File: src/assert_macros.svh
// Assertion macros shared by the walker RTL.
// Each macro takes a label, a clock, an active-low reset, an antecedent and a consequent.
`ifndef ASSERT_MACROS_SVH
`define ASSERT_MACROS_SVH

// The consequent must hold in the same cycle as the antecedent.
`define ASSERT_SAME(label, clk, rst_n, ante, cons) \
	label: assert property (@(posedge clk) disable iff (!(rst_n)) (ante) |-> (cons)) \
		else $error("same-cycle assertion failed");

// The consequent must hold in the cycle after the antecedent.
`define ASSERT_NEXT(label, clk, rst_n, ante, cons) \
	label: assert property (@(posedge clk) disable iff (!(rst_n)) (ante) |=> (cons)) \
		else $error("next-cycle assertion failed");

`endif

File: src/sv39ptw_pkg.sv
// Package for the Sv39 page-table walker: widths, codes and the result type.
// No dependencies; used by the channel interfaces and all walker modules.
package sv39ptw_pkg;

	localparam int LEVELS  = 3;
	localparam int LEVEL_W = 2;
	localparam int OFF_W   = 12;
	localparam int VPN_W   = 9;
	localparam int VA_BITS = OFF_W + VPN_W * LEVELS;
	localparam int PPN_W   = 44;
	localparam int ADDR_W  = 64;
	localparam int PTE_W   = 64;
	localparam int ACC_W   = 2;
	localparam int MF_W    = 4;
	localparam int ST_W    = 3;
	localparam int CFG_IDX_W = 1;
	localparam int PTE_PPN_LSB = 10;

	localparam logic KIND_TRANSLATE = 1'b0;
	localparam logic KIND_PTE_RESP  = 1'b1;

	localparam logic OUT_MEM_READ = 1'b0;
	localparam logic OUT_FINISHED = 1'b1;

	localparam logic [ACC_W-1:0] ACC_FETCH = 2'd0;
	localparam logic [ACC_W-1:0] ACC_LOAD  = 2'd1;
	localparam logic [ACC_W-1:0] ACC_STORE = 2'd2;

	localparam logic [CFG_IDX_W-1:0] CFG_PAGING_ENABLE = 1'b0;
	localparam logic [CFG_IDX_W-1:0] CFG_ROOT_PPN      = 1'b1;

	typedef enum logic [ST_W-1:0] {
		ST_OK          = 3'd0,
		ST_FETCH_FAULT = 3'd1,
		ST_LOAD_FAULT  = 3'd2,
		ST_STORE_FAULT = 3'd3,
		ST_MEM_ERROR   = 3'd4
	} status_t;

	typedef struct packed {
		logic              out_kind;
		logic [ADDR_W-1:0] address;
		status_t           status;
		logic [MF_W-1:0]   passed_fault;
	} result_t;

endpackage

File: src/sv39ptw_req_if.sv
// Input channel of the walker: translate requests and PTE read responses.
// Depends on sv39ptw_pkg for the field widths.
interface sv39ptw_req_if;
	import sv39ptw_pkg::*;

	logic              valid;
	logic              ready;
	logic              kind;
	logic [ADDR_W-1:0] vaddr;
	logic [ACC_W-1:0]  access_type;
	logic [PTE_W-1:0]  pte_word;
	logic [MF_W-1:0]   mem_fault;

	modport source (output valid, kind, vaddr, access_type, pte_word, mem_fault, input ready);
	modport sink (input valid, kind, vaddr, access_type, pte_word, mem_fault, output ready);
endinterface

File: src/sv39ptw_rsp_if.sv
// Output channel of the walker: PTE read requests and finished translations.
// Depends on sv39ptw_pkg for the field widths.
interface sv39ptw_rsp_if;
	import sv39ptw_pkg::*;

	logic              valid;
	logic              ready;
	logic              out_kind;
	logic [ADDR_W-1:0] address;
	logic [ST_W-1:0]   status;
	logic [MF_W-1:0]   passed_fault;

	modport source (output valid, out_kind, address, status, passed_fault, input ready);
	modport sink (input valid, out_kind, address, status, passed_fault, output ready);
endinterface

File: src/sv39ptw_out_skid.sv
// Two-entry output stage of the walker: an output register backed by a skid register.
// Depends on sv39ptw_pkg and the sv39ptw_rsp_if interface.
module sv39ptw_out_skid (
	input  logic                 clk,
	input  logic                 arst_n,
	input  logic                 push_valid,
	input  sv39ptw_pkg::result_t push_data,
	output logic                 push_ready,
	sv39ptw_rsp_if.source        rsp
);
	import sv39ptw_pkg::*;

	logic    out_valid_q;
	result_t out_data_q;
	logic    skid_valid_q;
	result_t skid_data_q;
	logic    slot_free;

	// The output slot frees up when it is empty or its transfer completes this cycle.
	assign slot_free  = !out_valid_q || rsp.ready;
	assign push_ready = !skid_valid_q;

	always_ff @(posedge clk or negedge arst_n) begin
		if (!arst_n) begin
			out_valid_q  <= 1'b0;
			skid_valid_q <= 1'b0;
		end else if (slot_free) begin
			if (skid_valid_q) begin
				out_valid_q  <= 1'b1;
				skid_valid_q <= 1'b0;
			end else begin
				out_valid_q <= push_valid;
			end
		end else if (push_valid) begin
			skid_valid_q <= 1'b1;
		end
	end

	always_ff @(posedge clk) begin
		if (slot_free) begin
			if (skid_valid_q) begin
				out_data_q <= skid_data_q;
			end else if (push_valid) begin
				out_data_q <= push_data;
			end
		end else if (push_valid) begin
			skid_data_q <= push_data;
		end
	end

	assign rsp.valid        = out_valid_q;
	assign rsp.out_kind     = out_data_q.out_kind;
	assign rsp.address      = out_data_q.address;
	assign rsp.status       = out_data_q.status;
	assign rsp.passed_fault = out_data_q.passed_fault;
endmodule

File: src/sv39_page_table_walker_unit.sv
// Sv39 page-table walker, top level.
// Each result is registered in the output register, or in the skid register while that is held, before rsp offers it.
// Throughput: one input item per cycle; a two-entry output stage keeps req ready while
// one result waits, so req stalls only when both entries are full.
// Reset (arst_n low): paging off, root PPN zero, walker idle at the top level, output empty.
// Depends on sv39ptw_pkg, sv39ptw_req_if, sv39ptw_rsp_if, sv39ptw_out_skid, assert_macros.svh.
`include "assert_macros.svh"

module sv39_page_table_walker_unit (
	input  logic                                 clk,
	input  logic                                 arst_n,
	sv39ptw_req_if.sink                          req,
	sv39ptw_rsp_if.source                        rsp,
	input  logic                                 cfg_write_en,
	input  logic [sv39ptw_pkg::CFG_IDX_W-1:0]    cfg_index,
	input  logic [sv39ptw_pkg::PPN_W-1:0]        cfg_wdata
);
	import sv39ptw_pkg::*;

	localparam int PAD_W = ADDR_W - PPN_W - VPN_W - 3;
	localparam int PA_W  = PPN_W + OFF_W;

	logic               paging_enable_q;
	logic [PPN_W-1:0]   root_ppn_q;
	logic               walking_q;
	logic [LEVEL_W-1:0] level_q;
	logic [VA_BITS-1:0] saved_vaddr_q;
	logic [ACC_W-1:0]   fault_kind_q;

	logic               walking_d;
	logic [LEVEL_W-1:0] level_d;
	logic [VA_BITS-1:0] saved_vaddr_d;
	logic [ACC_W-1:0]   fault_kind_d;

	logic               req_acc;
	logic               is_translate;
	logic               res_valid;
	result_t            res;
	logic               push_ready;

	logic               pte_v;
	logic               pte_r;
	logic               pte_w;
	logic               pte_x;
	logic [PPN_W-1:0]   pte_ppn;
	logic [PPN_W-1:0]   read_ppn;
	logic [LEVEL_W-1:0] read_level;
	logic [VA_BITS-1:0] read_va;
	logic [VPN_W-1:0]   read_vpn;
	logic [ADDR_W-1:0]  read_addr;
	logic [PA_W-1:0]    keep_mask;
	logic [PA_W-1:0]    leaf_pa;
	status_t            fault_status;

	assign req.ready    = push_ready;
	assign req_acc      = req.valid && req.ready;
	assign is_translate = (req.kind == KIND_TRANSLATE);

	always_ff @(posedge clk or negedge arst_n) begin
		if (!arst_n) begin
			paging_enable_q <= 1'b0;
			root_ppn_q      <= '0;
		end else if (cfg_write_en) begin
			unique case (cfg_index)
				CFG_PAGING_ENABLE: paging_enable_q <= cfg_wdata[0];
				CFG_ROOT_PPN:      root_ppn_q      <= cfg_wdata;
				default: begin
				end
			endcase
		end
	end

	assign pte_v   = req.pte_word[0];
	assign pte_r   = req.pte_word[1];
	assign pte_w   = req.pte_word[2];
	assign pte_x   = req.pte_word[3];
	assign pte_ppn = req.pte_word[PTE_PPN_LSB +: PPN_W];

	// The next PTE read either starts at the root table or descends from a pointer PTE.
	assign read_ppn   = is_translate ? root_ppn_q : pte_ppn;
	assign read_level = is_translate ? LEVEL_W'(LEVELS - 1) : level_q - LEVEL_W'(1);
	assign read_va    = is_translate ? req.vaddr[VA_BITS-1:0] : saved_vaddr_q;
	assign read_vpn   = VPN_W'(read_va >> (OFF_W + VPN_W * int'(read_level)));
	assign read_addr  = {{PAD_W{1'b0}}, read_ppn, read_vpn, 3'b000};

	// A leaf keeps the offset bits below its page size from the virtual address.
	assign keep_mask = (PA_W'(1) << (OFF_W + VPN_W * int'(level_q))) - PA_W'(1);
	assign leaf_pa   = ({pte_ppn, {OFF_W{1'b0}}} & ~keep_mask)
		| (PA_W'(saved_vaddr_q) & keep_mask);

	always_comb begin
		unique case (fault_kind_q)
			ACC_FETCH: fault_status = ST_FETCH_FAULT;
			ACC_LOAD:  fault_status = ST_LOAD_FAULT;
			default:   fault_status = ST_STORE_FAULT;
		endcase
	end

	always_comb begin
		walking_d     = walking_q;
		level_d       = level_q;
		saved_vaddr_d = saved_vaddr_q;
		fault_kind_d  = fault_kind_q;
		res_valid     = 1'b0;
		res           = '{out_kind: OUT_FINISHED, address: '0, status: ST_OK, passed_fault: '0};
		if (req_acc) begin
			if (is_translate) begin
				res_valid = 1'b1;
				if (!paging_enable_q) begin
					walking_d   = 1'b0;
					res.address = req.vaddr;
				end else begin
					walking_d     = 1'b1;
					level_d       = read_level;
					saved_vaddr_d = read_va;
					fault_kind_d  = req.access_type[1] ? ACC_STORE : req.access_type;
					res.out_kind  = OUT_MEM_READ;
					res.address   = read_addr;
				end
			end else if (walking_q) begin
				res_valid = 1'b1;
				walking_d = 1'b0;
				if (req.mem_fault != '0) begin
					res.status       = ST_MEM_ERROR;
					res.passed_fault = req.mem_fault;
				end else if (!pte_v || (!pte_r && pte_w)) begin
					res.status = fault_status;
				end else if (pte_r || pte_x) begin
					res.address = ADDR_W'(leaf_pa);
				end else if (level_q == '0) begin
					res.status = fault_status;
				end else begin
					walking_d    = 1'b1;
					level_d      = read_level;
					res.out_kind = OUT_MEM_READ;
					res.address  = read_addr;
				end
			end
		end
	end

	always_ff @(posedge clk or negedge arst_n) begin
		if (!arst_n) begin
			walking_q     <= 1'b0;
			level_q       <= LEVEL_W'(LEVELS - 1);
			saved_vaddr_q <= '0;
			fault_kind_q  <= ACC_FETCH;
		end else begin
			walking_q     <= walking_d;
			level_q       <= level_d;
			saved_vaddr_q <= saved_vaddr_d;
			fault_kind_q  <= fault_kind_d;
		end
	end

	sv39ptw_out_skid u_out_skid (
		.clk        (clk),
		.arst_n     (arst_n),
		.push_valid (res_valid),
		.push_data  (res),
		.push_ready (push_ready),
		.rsp        (rsp)
	);

	`ASSERT_NEXT(a_result_offered, clk, arst_n, req_acc && (is_translate || walking_q), rsp.valid)
	`ASSERT_NEXT(a_idle_resp_ignored, clk, arst_n, req_acc && !is_translate && !walking_q, !walking_q)
	`ASSERT_NEXT(a_bypass_stays_idle, clk, arst_n, req_acc && is_translate && !paging_enable_q, !walking_q)
	`ASSERT_SAME(a_read_clean, clk, arst_n, rsp.valid && (rsp.out_kind == OUT_MEM_READ), (rsp.status == ST_OK) && (rsp.passed_fault == '0))
endmodule

File: src/flat_wrapper.sv
// flat-port wrapper written by rule: the top's interface ports become plain ports
module sv39_page_table_walker_unit_flat import sv39ptw_pkg::*;
  (clk, arst_n, cfg_write_en, cfg_index, cfg_wdata, req_valid, req_kind, req_vaddr, req_access_type, req_pte_word, req_mem_fault, req_ready, rsp_valid, rsp_out_kind, rsp_address, rsp_status, rsp_passed_fault, rsp_ready);
  sv39ptw_req_if req_i ();
  sv39ptw_rsp_if rsp_i ();
  input  logic clk;
  input  logic arst_n;
  input  logic cfg_write_en;
  input  logic [sv39ptw_pkg::CFG_IDX_W-1:0] cfg_index;
  input  logic [sv39ptw_pkg::PPN_W-1:0] cfg_wdata;
  input wire logic [$bits(req_i.valid)-1:0] req_valid;
  input wire logic [$bits(req_i.kind)-1:0] req_kind;
  input wire logic [$bits(req_i.vaddr)-1:0] req_vaddr;
  input wire logic [$bits(req_i.access_type)-1:0] req_access_type;
  input wire logic [$bits(req_i.pte_word)-1:0] req_pte_word;
  input wire logic [$bits(req_i.mem_fault)-1:0] req_mem_fault;
  output wire logic [$bits(req_i.ready)-1:0] req_ready;
  output wire logic [$bits(rsp_i.valid)-1:0] rsp_valid;
  output wire logic [$bits(rsp_i.out_kind)-1:0] rsp_out_kind;
  output wire logic [$bits(rsp_i.address)-1:0] rsp_address;
  output wire logic [$bits(rsp_i.status)-1:0] rsp_status;
  output wire logic [$bits(rsp_i.passed_fault)-1:0] rsp_passed_fault;
  input wire logic [$bits(rsp_i.ready)-1:0] rsp_ready;
  assign req_i.valid = req_valid;
  assign req_i.kind = req_kind;
  assign req_i.vaddr = req_vaddr;
  assign req_i.access_type = req_access_type;
  assign req_i.pte_word = req_pte_word;
  assign req_i.mem_fault = req_mem_fault;
  assign req_ready = req_i.ready;
  assign rsp_valid = rsp_i.valid;
  assign rsp_out_kind = rsp_i.out_kind;
  assign rsp_address = rsp_i.address;
  assign rsp_status = rsp_i.status;
  assign rsp_passed_fault = rsp_i.passed_fault;
  assign rsp_i.ready = rsp_ready;
  sv39_page_table_walker_unit u_core (.clk(clk), .arst_n(arst_n), .req(req_i), .rsp(rsp_i), .cfg_write_en(cfg_write_en), .cfg_index(cfg_index), .cfg_wdata(cfg_wdata));
endmodule
File: config.mk
export PLATFORM = sky130hd
export DESIGN_NAME = sv39_page_table_walker_unit_flat
export DESIGN_NICKNAME = d
export VERILOG_FILES = /design/src/sv39ptw_pkg.sv /design/src/sv39ptw_req_if.sv /design/src/sv39ptw_rsp_if.sv /design/src/sv39ptw_out_skid.sv /design/src/sv39_page_table_walker_unit.sv /design/src/flat_wrapper.sv
export VERILOG_INCLUDE_DIRS = /design/src /design/src/src
export SDC_FILE = /design/constraint.sdc
export NUM_CORES = 1
export LEC_CHECK = 0
export BUFFER_PORTS_ARGS = -buffer_cell sky130_fd_sc_hd__buf_2
export CORE_MARGIN = 4
export CORE_UTILIZATION = 40
export CTS_CLUSTER_SIZE = 25
export DETAILED_ROUTE_END_ITERATION = 8
export GPL_TIMING_DRIVEN = 0
export PLACE_DENSITY = 0.68
export SKIP_LAST_GASP = 1
export SYNTH_ARGS = -nofsm -noshare
export SYNTH_HDL_FRONTEND = slang
export SYNTH_SLANG_ARGS = --single-unit
File: constraint.sdc
create_clock -name clk -period 10.15 [get_ports clk]
set_input_delay 2.03 -clock clk [delete_from_list [all_inputs] [get_ports clk]]
set_output_delay 2.03 -clock clk [all_outputs]
set_load 0.01 [all_outputs]
# == Yosys cells after proc, flatten, opt, wreduce, memory -nomap -nowiden ==
# Index checks and enable logic that the tools add are counted.
# totals
in_bits,185
regBits,235
# op_classes
n_mul,2
n_bitwise,7
muxes,43
n_shift,2
add_sub_neg,4
n_eq_ne,6
reduce_logical,21
# ops
op,n
$mux 72,4
$mux 65,4
$mux 64,2
$add 5x32->32 const A,2
$and 39x56->56,1
$and 56x56->56,1
$not 56->56,1
$or 56x56->56,1
$shl 1x32->56 const A,1
$sub 56x2->56 const B,1
$mux 44,1
$mux 39,1
$shr 39x32->9,1
$mux 2,11
$mux 1,15
$mul 4x2->6 const A,2
$ne 2x2->1 const B,4
$reduce_and 2->1,4
$mux 7,1
$reduce_and 7->1,1
$mux 3,2
$reduce_bool 2->1,3
$logic_not 1->1,4
$logic_not 2->1,2
10 further kinds,15

# == Logic depth before layout (Yosys ltp) ==
# depth
depth_word,15
mapped_depth,16
ltp_nobuf,10

# == By module ==
# A second synthesis with hierarchy kept.
# unflattened
cells_unflattened,969
hier_area_um2,11746.3
# by_module_without_submodules
mod,area_per_inst_um2,cells_each,n_inst,seq_area_each_um2
sv39_page_table_walker_unit,6223.5,735,1,2228.4
sv39ptw_out_skid,5522.8,234,1,4374.2

# == Worst setup path before layout ==
# Ideal clock, no wire load.
# synth_path
path_kind,input to register
from,input req_valid
to,register u_core.u_out_skid.skid_data_q[0] (netlist name) (enable)
path_slack_ns,1.519
setup_ns,0.606
n_path_buf,3
path_stages,5
arrival_ns,8.025
cell_sequence,nand2b_1 clkbuf_1 clkbuf_1 buf_1 nor3b_1
# synth_via
elab_chain_len,3
# synth_lines
element,line,rtl
"start, declared",flat_wrapper.sv:11,input wire logic [$bits(req_i.valid)-1:0] req_valid;
$logic_and 1x1->1,sv39_page_table_walker_unit.sv:56,assign req_acc = req.valid && req.ready;
$mux 1,sv39_page_table_walker_unit.sv:106,if (req_acc) begin
$reduce_and 2->1 (no line),n/a,
"end signal, assigned",sv39ptw_out_skid.sv:47,skid_data_q <= push_data;
"end, declared",sv39ptw_out_skid.sv:16,result_t skid_data_q;
# No other way between the ends.
# A chain may end at the register's enable or synchronous reset.

# == Worst setup path in the final report ==
# layout_path
from,register u_core.level_q[0]
to,"register u_core.u_out_skid.out_data_q, in the netlist u_core.u_out_skid.rsp.address[3] (data pin)"
# layout_via
word_cells_on_any_way,24
cone_classes,add/sub: 4; mul: 2; shift: 2; mux: 11; bitwise: 4; reduce/logical: 1
# layout_lines
element,line,rtl
"start, declared",sv39_page_table_walker_unit.sv:26,logic [LEVEL_W-1:0] level_q;
"start signal, assigned",sv39_page_table_walker_unit.sv:145,level_q <= LEVEL_W'(LEVELS - 1);
"start signal, assigned",sv39_page_table_walker_unit.sv:150,level_q <= level_d;
$sub 2x1->2 *,sv39_page_table_walker_unit.sv:81,assign read_level = is_translate ? LEVEL_W'(LEVELS - 1) : level_q - LEVEL_W'(1);
$mux 2 *,sv39_page_table_walker_unit.sv:81,
net u_core.read_level[1],sv39_page_table_walker_unit.sv:47,logic [LEVEL_W-1:0] read_level;
$mul 4x2->6 *,sv39_page_table_walker_unit.sv:83,assign read_vpn = VPN_W'(read_va >> (OFF_W + VPN_W * int'(read_level)));
$add 5x32->32 *,sv39_page_table_walker_unit.sv:83,
$shr 39x32->9 *,sv39_page_table_walker_unit.sv:83,
$mux 65,sv39_page_table_walker_unit.sv:130,end else if (level_q == '0) begin
$mux 64,sv39_page_table_walker_unit.sv:128,end else if (pte_r || pte_x) begin
$mux 65,sv39_page_table_walker_unit.sv:126,end else if (!pte_v || (!pte_r && pte_w)) begin
$mux 65,sv39_page_table_walker_unit.sv:123,if (req.mem_fault != '0) begin
$mux 72,sv39_page_table_walker_unit.sv:120,end else if (walking_q) begin
$mux 65 *,sv39_page_table_walker_unit.sv:107,if (is_translate) begin
$mux 72 *,sv39_page_table_walker_unit.sv:106,
$mux 72 *,sv39ptw_out_skid.sv:43,end else if (push_valid) begin
$mux 72 *,sv39ptw_out_skid.sv:41,if (skid_valid_q) begin
"end signal, assigned",sv39ptw_out_skid.sv:42,out_data_q <= skid_data_q;
"end signal, assigned",sv39ptw_out_skid.sv:44,out_data_q <= push_data;
"end, declared",sv39ptw_out_skid.sv:14,result_t out_data_q;
# The timed path passes the listed nets; every way through them passes the cells marked *. The select of a mux whose other input is x is not followed.

==> summary.md <==
| Metric | Value |
|---|---|
| Run status | finished, final reports clean |
| MaxCap Viol Count | 0 |
| Required time worst endpoint | 10,400 ps |
| DRT antenna net count | 0 |
| Wire per inst | 25.9 um |
| DRC violations left | 0 |
| Num ports | 259 |
| Chip height | 180 um |
| Post-cts sizing count | 0 |
| I/O Buffers | 242 |
| Asr flop ratio synth | 38.7% |
| Clk sink count | 235 |
| Die width | 180 um |
| Via density | 5.84 |
| Sequential share of the synthesized area | 55.7% |
| CTS Hold Bufs | 0 |
| Share of cells above drive strength 1 | 37.6% |
| F_max | 0.200 GHz |
| Top-area cell type share of the netlist area | 36.5% |
| Power Total | 3.42 mW |
| Hold_sp | u_core.root_ppn_q[18]$_DFFE_PN0P_ |
| Worst-path maximum fanout | 10 |
| Synth unique cells | 77 |
| Final net count | 1,416 |
| Skew final | 10.9 ps |
| CTS tree | built |
| Syn nets | 1,136 |
| Top_reg_cell synth | edfxtp_1 |
| Initial antenna violation count | 5 |
| Post-CTS Setup Bufs | 0 |
| Slew Viols, Final | 0 |
| Flops & latches, synth | 235 |
| Worst hold slack | 505 ps |
| Hold WC Path Type | reg -> reg |
| GP Congestion | 0.932 |
| Final Hold Viols | 0 |
| CP Capture Type | flop |
| RSZ-0062 raised after global routing | no |
| Detailed Place HPWL | 31,700 um |
| Grt total ovfl | 0 |
| Setup Viol. Count Final | 0 |
| Die area | 32,500 um2 |
| WHS Endpoint | u_core.root_ppn_q[18]$_DFFE_PN0P_ |
| Post-Synthesis Cells | 940 |
| Count leader, synth | edfxtp_1 |
| Number of flops mapped to enable cells by yosys | 144 |
| Drt pass-1 iters | 5 |
| Vias | 9,486 |
| Worst Setup Path Type | reg -> reg |
| Top post-synthesis cells by count | edfxtp_1, mux2_2, dfrtp_1 |
| Capture point of the worst reg-to-reg path | u_core.u_out_skid.rsp.address[3]$_DFFE_PP_ |
| Clock-pin slew on the worst setup and hold paths | 70 ps |
| CP Data Arrival Time | 5260 ps |
| Worst setup SP type | flop |
| Area leader, netlist | edfxtp_1 |
| Worst vdd ir | 0.000141 V |
| Number of global-route vias before repair | 9,610 |
| DR iter-0 viols | 918 |
| Worst slew margin relative to its limit | 37.4% |
| Total track usage | 24.8% |
| Synth Area per Inst | 12.6 um2 |
| Largest net degree at the start of global routing | 60 |
| Core footprint | 29,000 um2 |
| Period minus WS final | 5010 ps |
| RR Startpoint | u_core.level_q[0]$_DFFE_PN0P_ |
| Worst Tran Pin Value | 927 ps |
| Initial Utilization | 40.9% |
| Reg2reg path depth | 16 |
| Top cells by area, synth | edfxtp_1, dfrtp_1, mux2_2 |
| Area delta synth->final | 23.6% |
| Fill count | 2,605 |
| Wirelength, routed | 42,000 um |
| Leak Pwr | 6.45 nW |
| Synth Warn # | 0 |
| Pwr dens | 233 nW/um2 |
| First-pass GRT wire length | 61,800 um |
| Reg2reg setup slack | 5140 ps |
| Clock buffers created by TritonCTS | 25 |
| CTS HTree Levels | 1 |
| Clock root buffer | clkbuf_16 |
| Rows | 62 |
| Mapped Area | 11,900 um2 |
| Max Root-Sink Buffers | 3 |
| Skew-Pair Late Insertion Delay | 530 ps |
| Worst hold path depth | 1 |
| Final Cycle Share | 49.3% |
critical path, cell delays in order, from the launching register on:
cell,delay [ps]
dfrtp_1,430
clkbuf_2,290
buf_4,260
buf_2,350
inv_1,260
ha_1,340
buf_4,200
buf_6,210
nand2_1,260
ha_1,370
buf_2,240
clkbuf_1,410
nor2_1,130
a32oi_1,280
o41ai_1,120
o211ai_1,420
nand3_1,140
sequential cells by signal, indices dropped and copies added, names as in the netlist, named ones only:
signal                              count
u_core.level_q                          2
u_core.u_out_skid.rsp.out_kind          1
u_core.u_out_skid.rsp.passed_fault      4
u_core.u_out_skid.rsp.address          64
u_core.u_out_skid.rsp.valid             1
u_core.u_out_skid.rsp.status            3
u_core.u_out_skid.skid_valid_q          1
u_core.paging_enable_q                  1
u_core.walking_q                        1
u_core.saved_vaddr_q                   35
u_core.u_out_skid.skid_data_q          72
u_core.root_ppn_q                      44
u_core.fault_kind_q                     2
worst max-delay path by stage:
stage / start / end / slack (ps) / depth (start not counted)
2_1_floorplan: req_valid / u_core.u_out_skid.skid_data_q[0]$_DFFE_PP_ / 1520 / 5
3_3_place_gp: req_valid / u_core.u_out_skid.skid_data_q[38]$_DFFE_PP_ / -2650 / 6
3_5_place_dp: req_kind / u_core.u_out_skid.rsp.address[4]$_DFFE_PP_ / 5100 / 10
4_1_cts: u_core.level_q[0]$_DFFE_PN0P_ / u_core.u_out_skid.rsp.address[4]$_DFFE_PP_ / 5210 / 14
5_1_grt: u_core.level_q[0]$_DFFE_PN0P_ / u_core.u_out_skid.rsp.address[3]$_DFFE_PP_ / 5020 / 16
6_report: u_core.level_q[0]$_DFFE_PN0P_ / u_core.u_out_skid.rsp.address[3]$_DFFE_PP_ / 5140 / 16
layer usage:
metal	wire (um)	part of all wire [%]	track usage, %	vias to the layer above
li1	-	-	-	4171
met1	18300	44	35.2	4766
met2	19700	47	39.9	471
met3	2930	7.0	4.36	72
met4	1080	2.6	6.14	6
met5	33	0.079	0	-
per-stage QoR:
stage | instances | utilization, % | area, um2 | TNS (ps) | setup slack [ps]
4_1_cts | 1622 | 50.5 | 14700 | 0 | 5210
3_3_place_gp | 1566 | 46.7 | 13600 | -190240 | -2650
6_report | 1624 | 50.5 | 14700 | 0 | 5140
2_1_floorplan | 940 | - | 11900 | 0 | 1520
5_1_grt | 1624 | 50.5 | 14700 | 0 | 5020
3_5_place_dp | 1577 | 47.4 | 13700 | 0 | 5100
kinds of logic (layout without fill, tap and decap cells):
logic type	count (synthesis)	in the layout	share of synthesized area, %
muxes	168	168	16.5
adders and majority gates	11	11	1.16
and+or+nand+nor	206	206	9.15
DFF	235	235	55.7
AOI/OAI and AO/OA	233	233	14.2
other	0	2	0
xor gates and xnor gates	3	3	0.222
buffers and inverters	84	382	3.15
cell usage in the layout (no fill, tap or decap), types with 4 or more instances in the layout:
master | synthesis | routed
buf_2 | 28 | 269
edfxtp_1 | 144 | 144
mux2_2 | 93 | 93
dfrtp_1 | 90 | 90
nand2_1 | 62 | 62
mux2i_1 | 62 | 62
a21o_1 | 57 | 57
nor2_1 | 55 | 55
clkbuf_1 | 30 | 31
o21ai_0 | 30 | 30
clkbuf_16 | 0 | 25
a22oi_1 | 23 | 23
o22ai_1 | 23 | 23
inv_1 | 19 | 19
a21oi_1 | 20 | 19
and3_1 | 16 | 16
o211ai_1 | 12 | 12
mux4_2 | 12 | 12
nand3_1 | 11 | 11
ha_1 | 11 | 11
nor3_1 | 10 | 10
nor2b_1 | 9 | 9
buf_6 | 2 | 9
nand2b_1 | 9 | 9
a31oi_1 | 9 | 9
clkinv_2 | 0 | 7
bufinv_16 | 0 | 6
a221oi_1 | 5 | 5
nand3b_1 | 4 | 4
a41oi_1 | 4 | 4
o31ai_1 | 4 | 4
o311ai_0 | 4 | 4
a32o_1 | 4 | 4
a2bb2oi_1 | 4 | 4
clkbuf_8 | 0 | 4
cell type report:
| class | count | area (um2) | area share (%) |
|---|---|---|---|
| Inverter | 19 | 71.3 | 0.486 |
| Multi-Input combinational cell | 621 | 4900 | 33.4 |
| Timing Repair Buffer | 253 | 1390 | 9.46 |
| Antenna cell | 2 | 5.00 | 0.0341 |
| Tap cell | 384 | 480 | 3.28 |
| Clock buffer | 30 | 684 | 4.67 |
| Sequential cell | 235 | 6600 | 45.0 |
| Clock inverter | 15 | 228 | 1.55 |
| Buffer | 65 | 303 | 2.07 |
where the power goes:
group | internal [mW] | switching, mW
clock network | 0.632 | 0.391
registers | 1.16 | 0.101
logic | 0.475 | 0.661
Power figures use the tool's default switching activity.
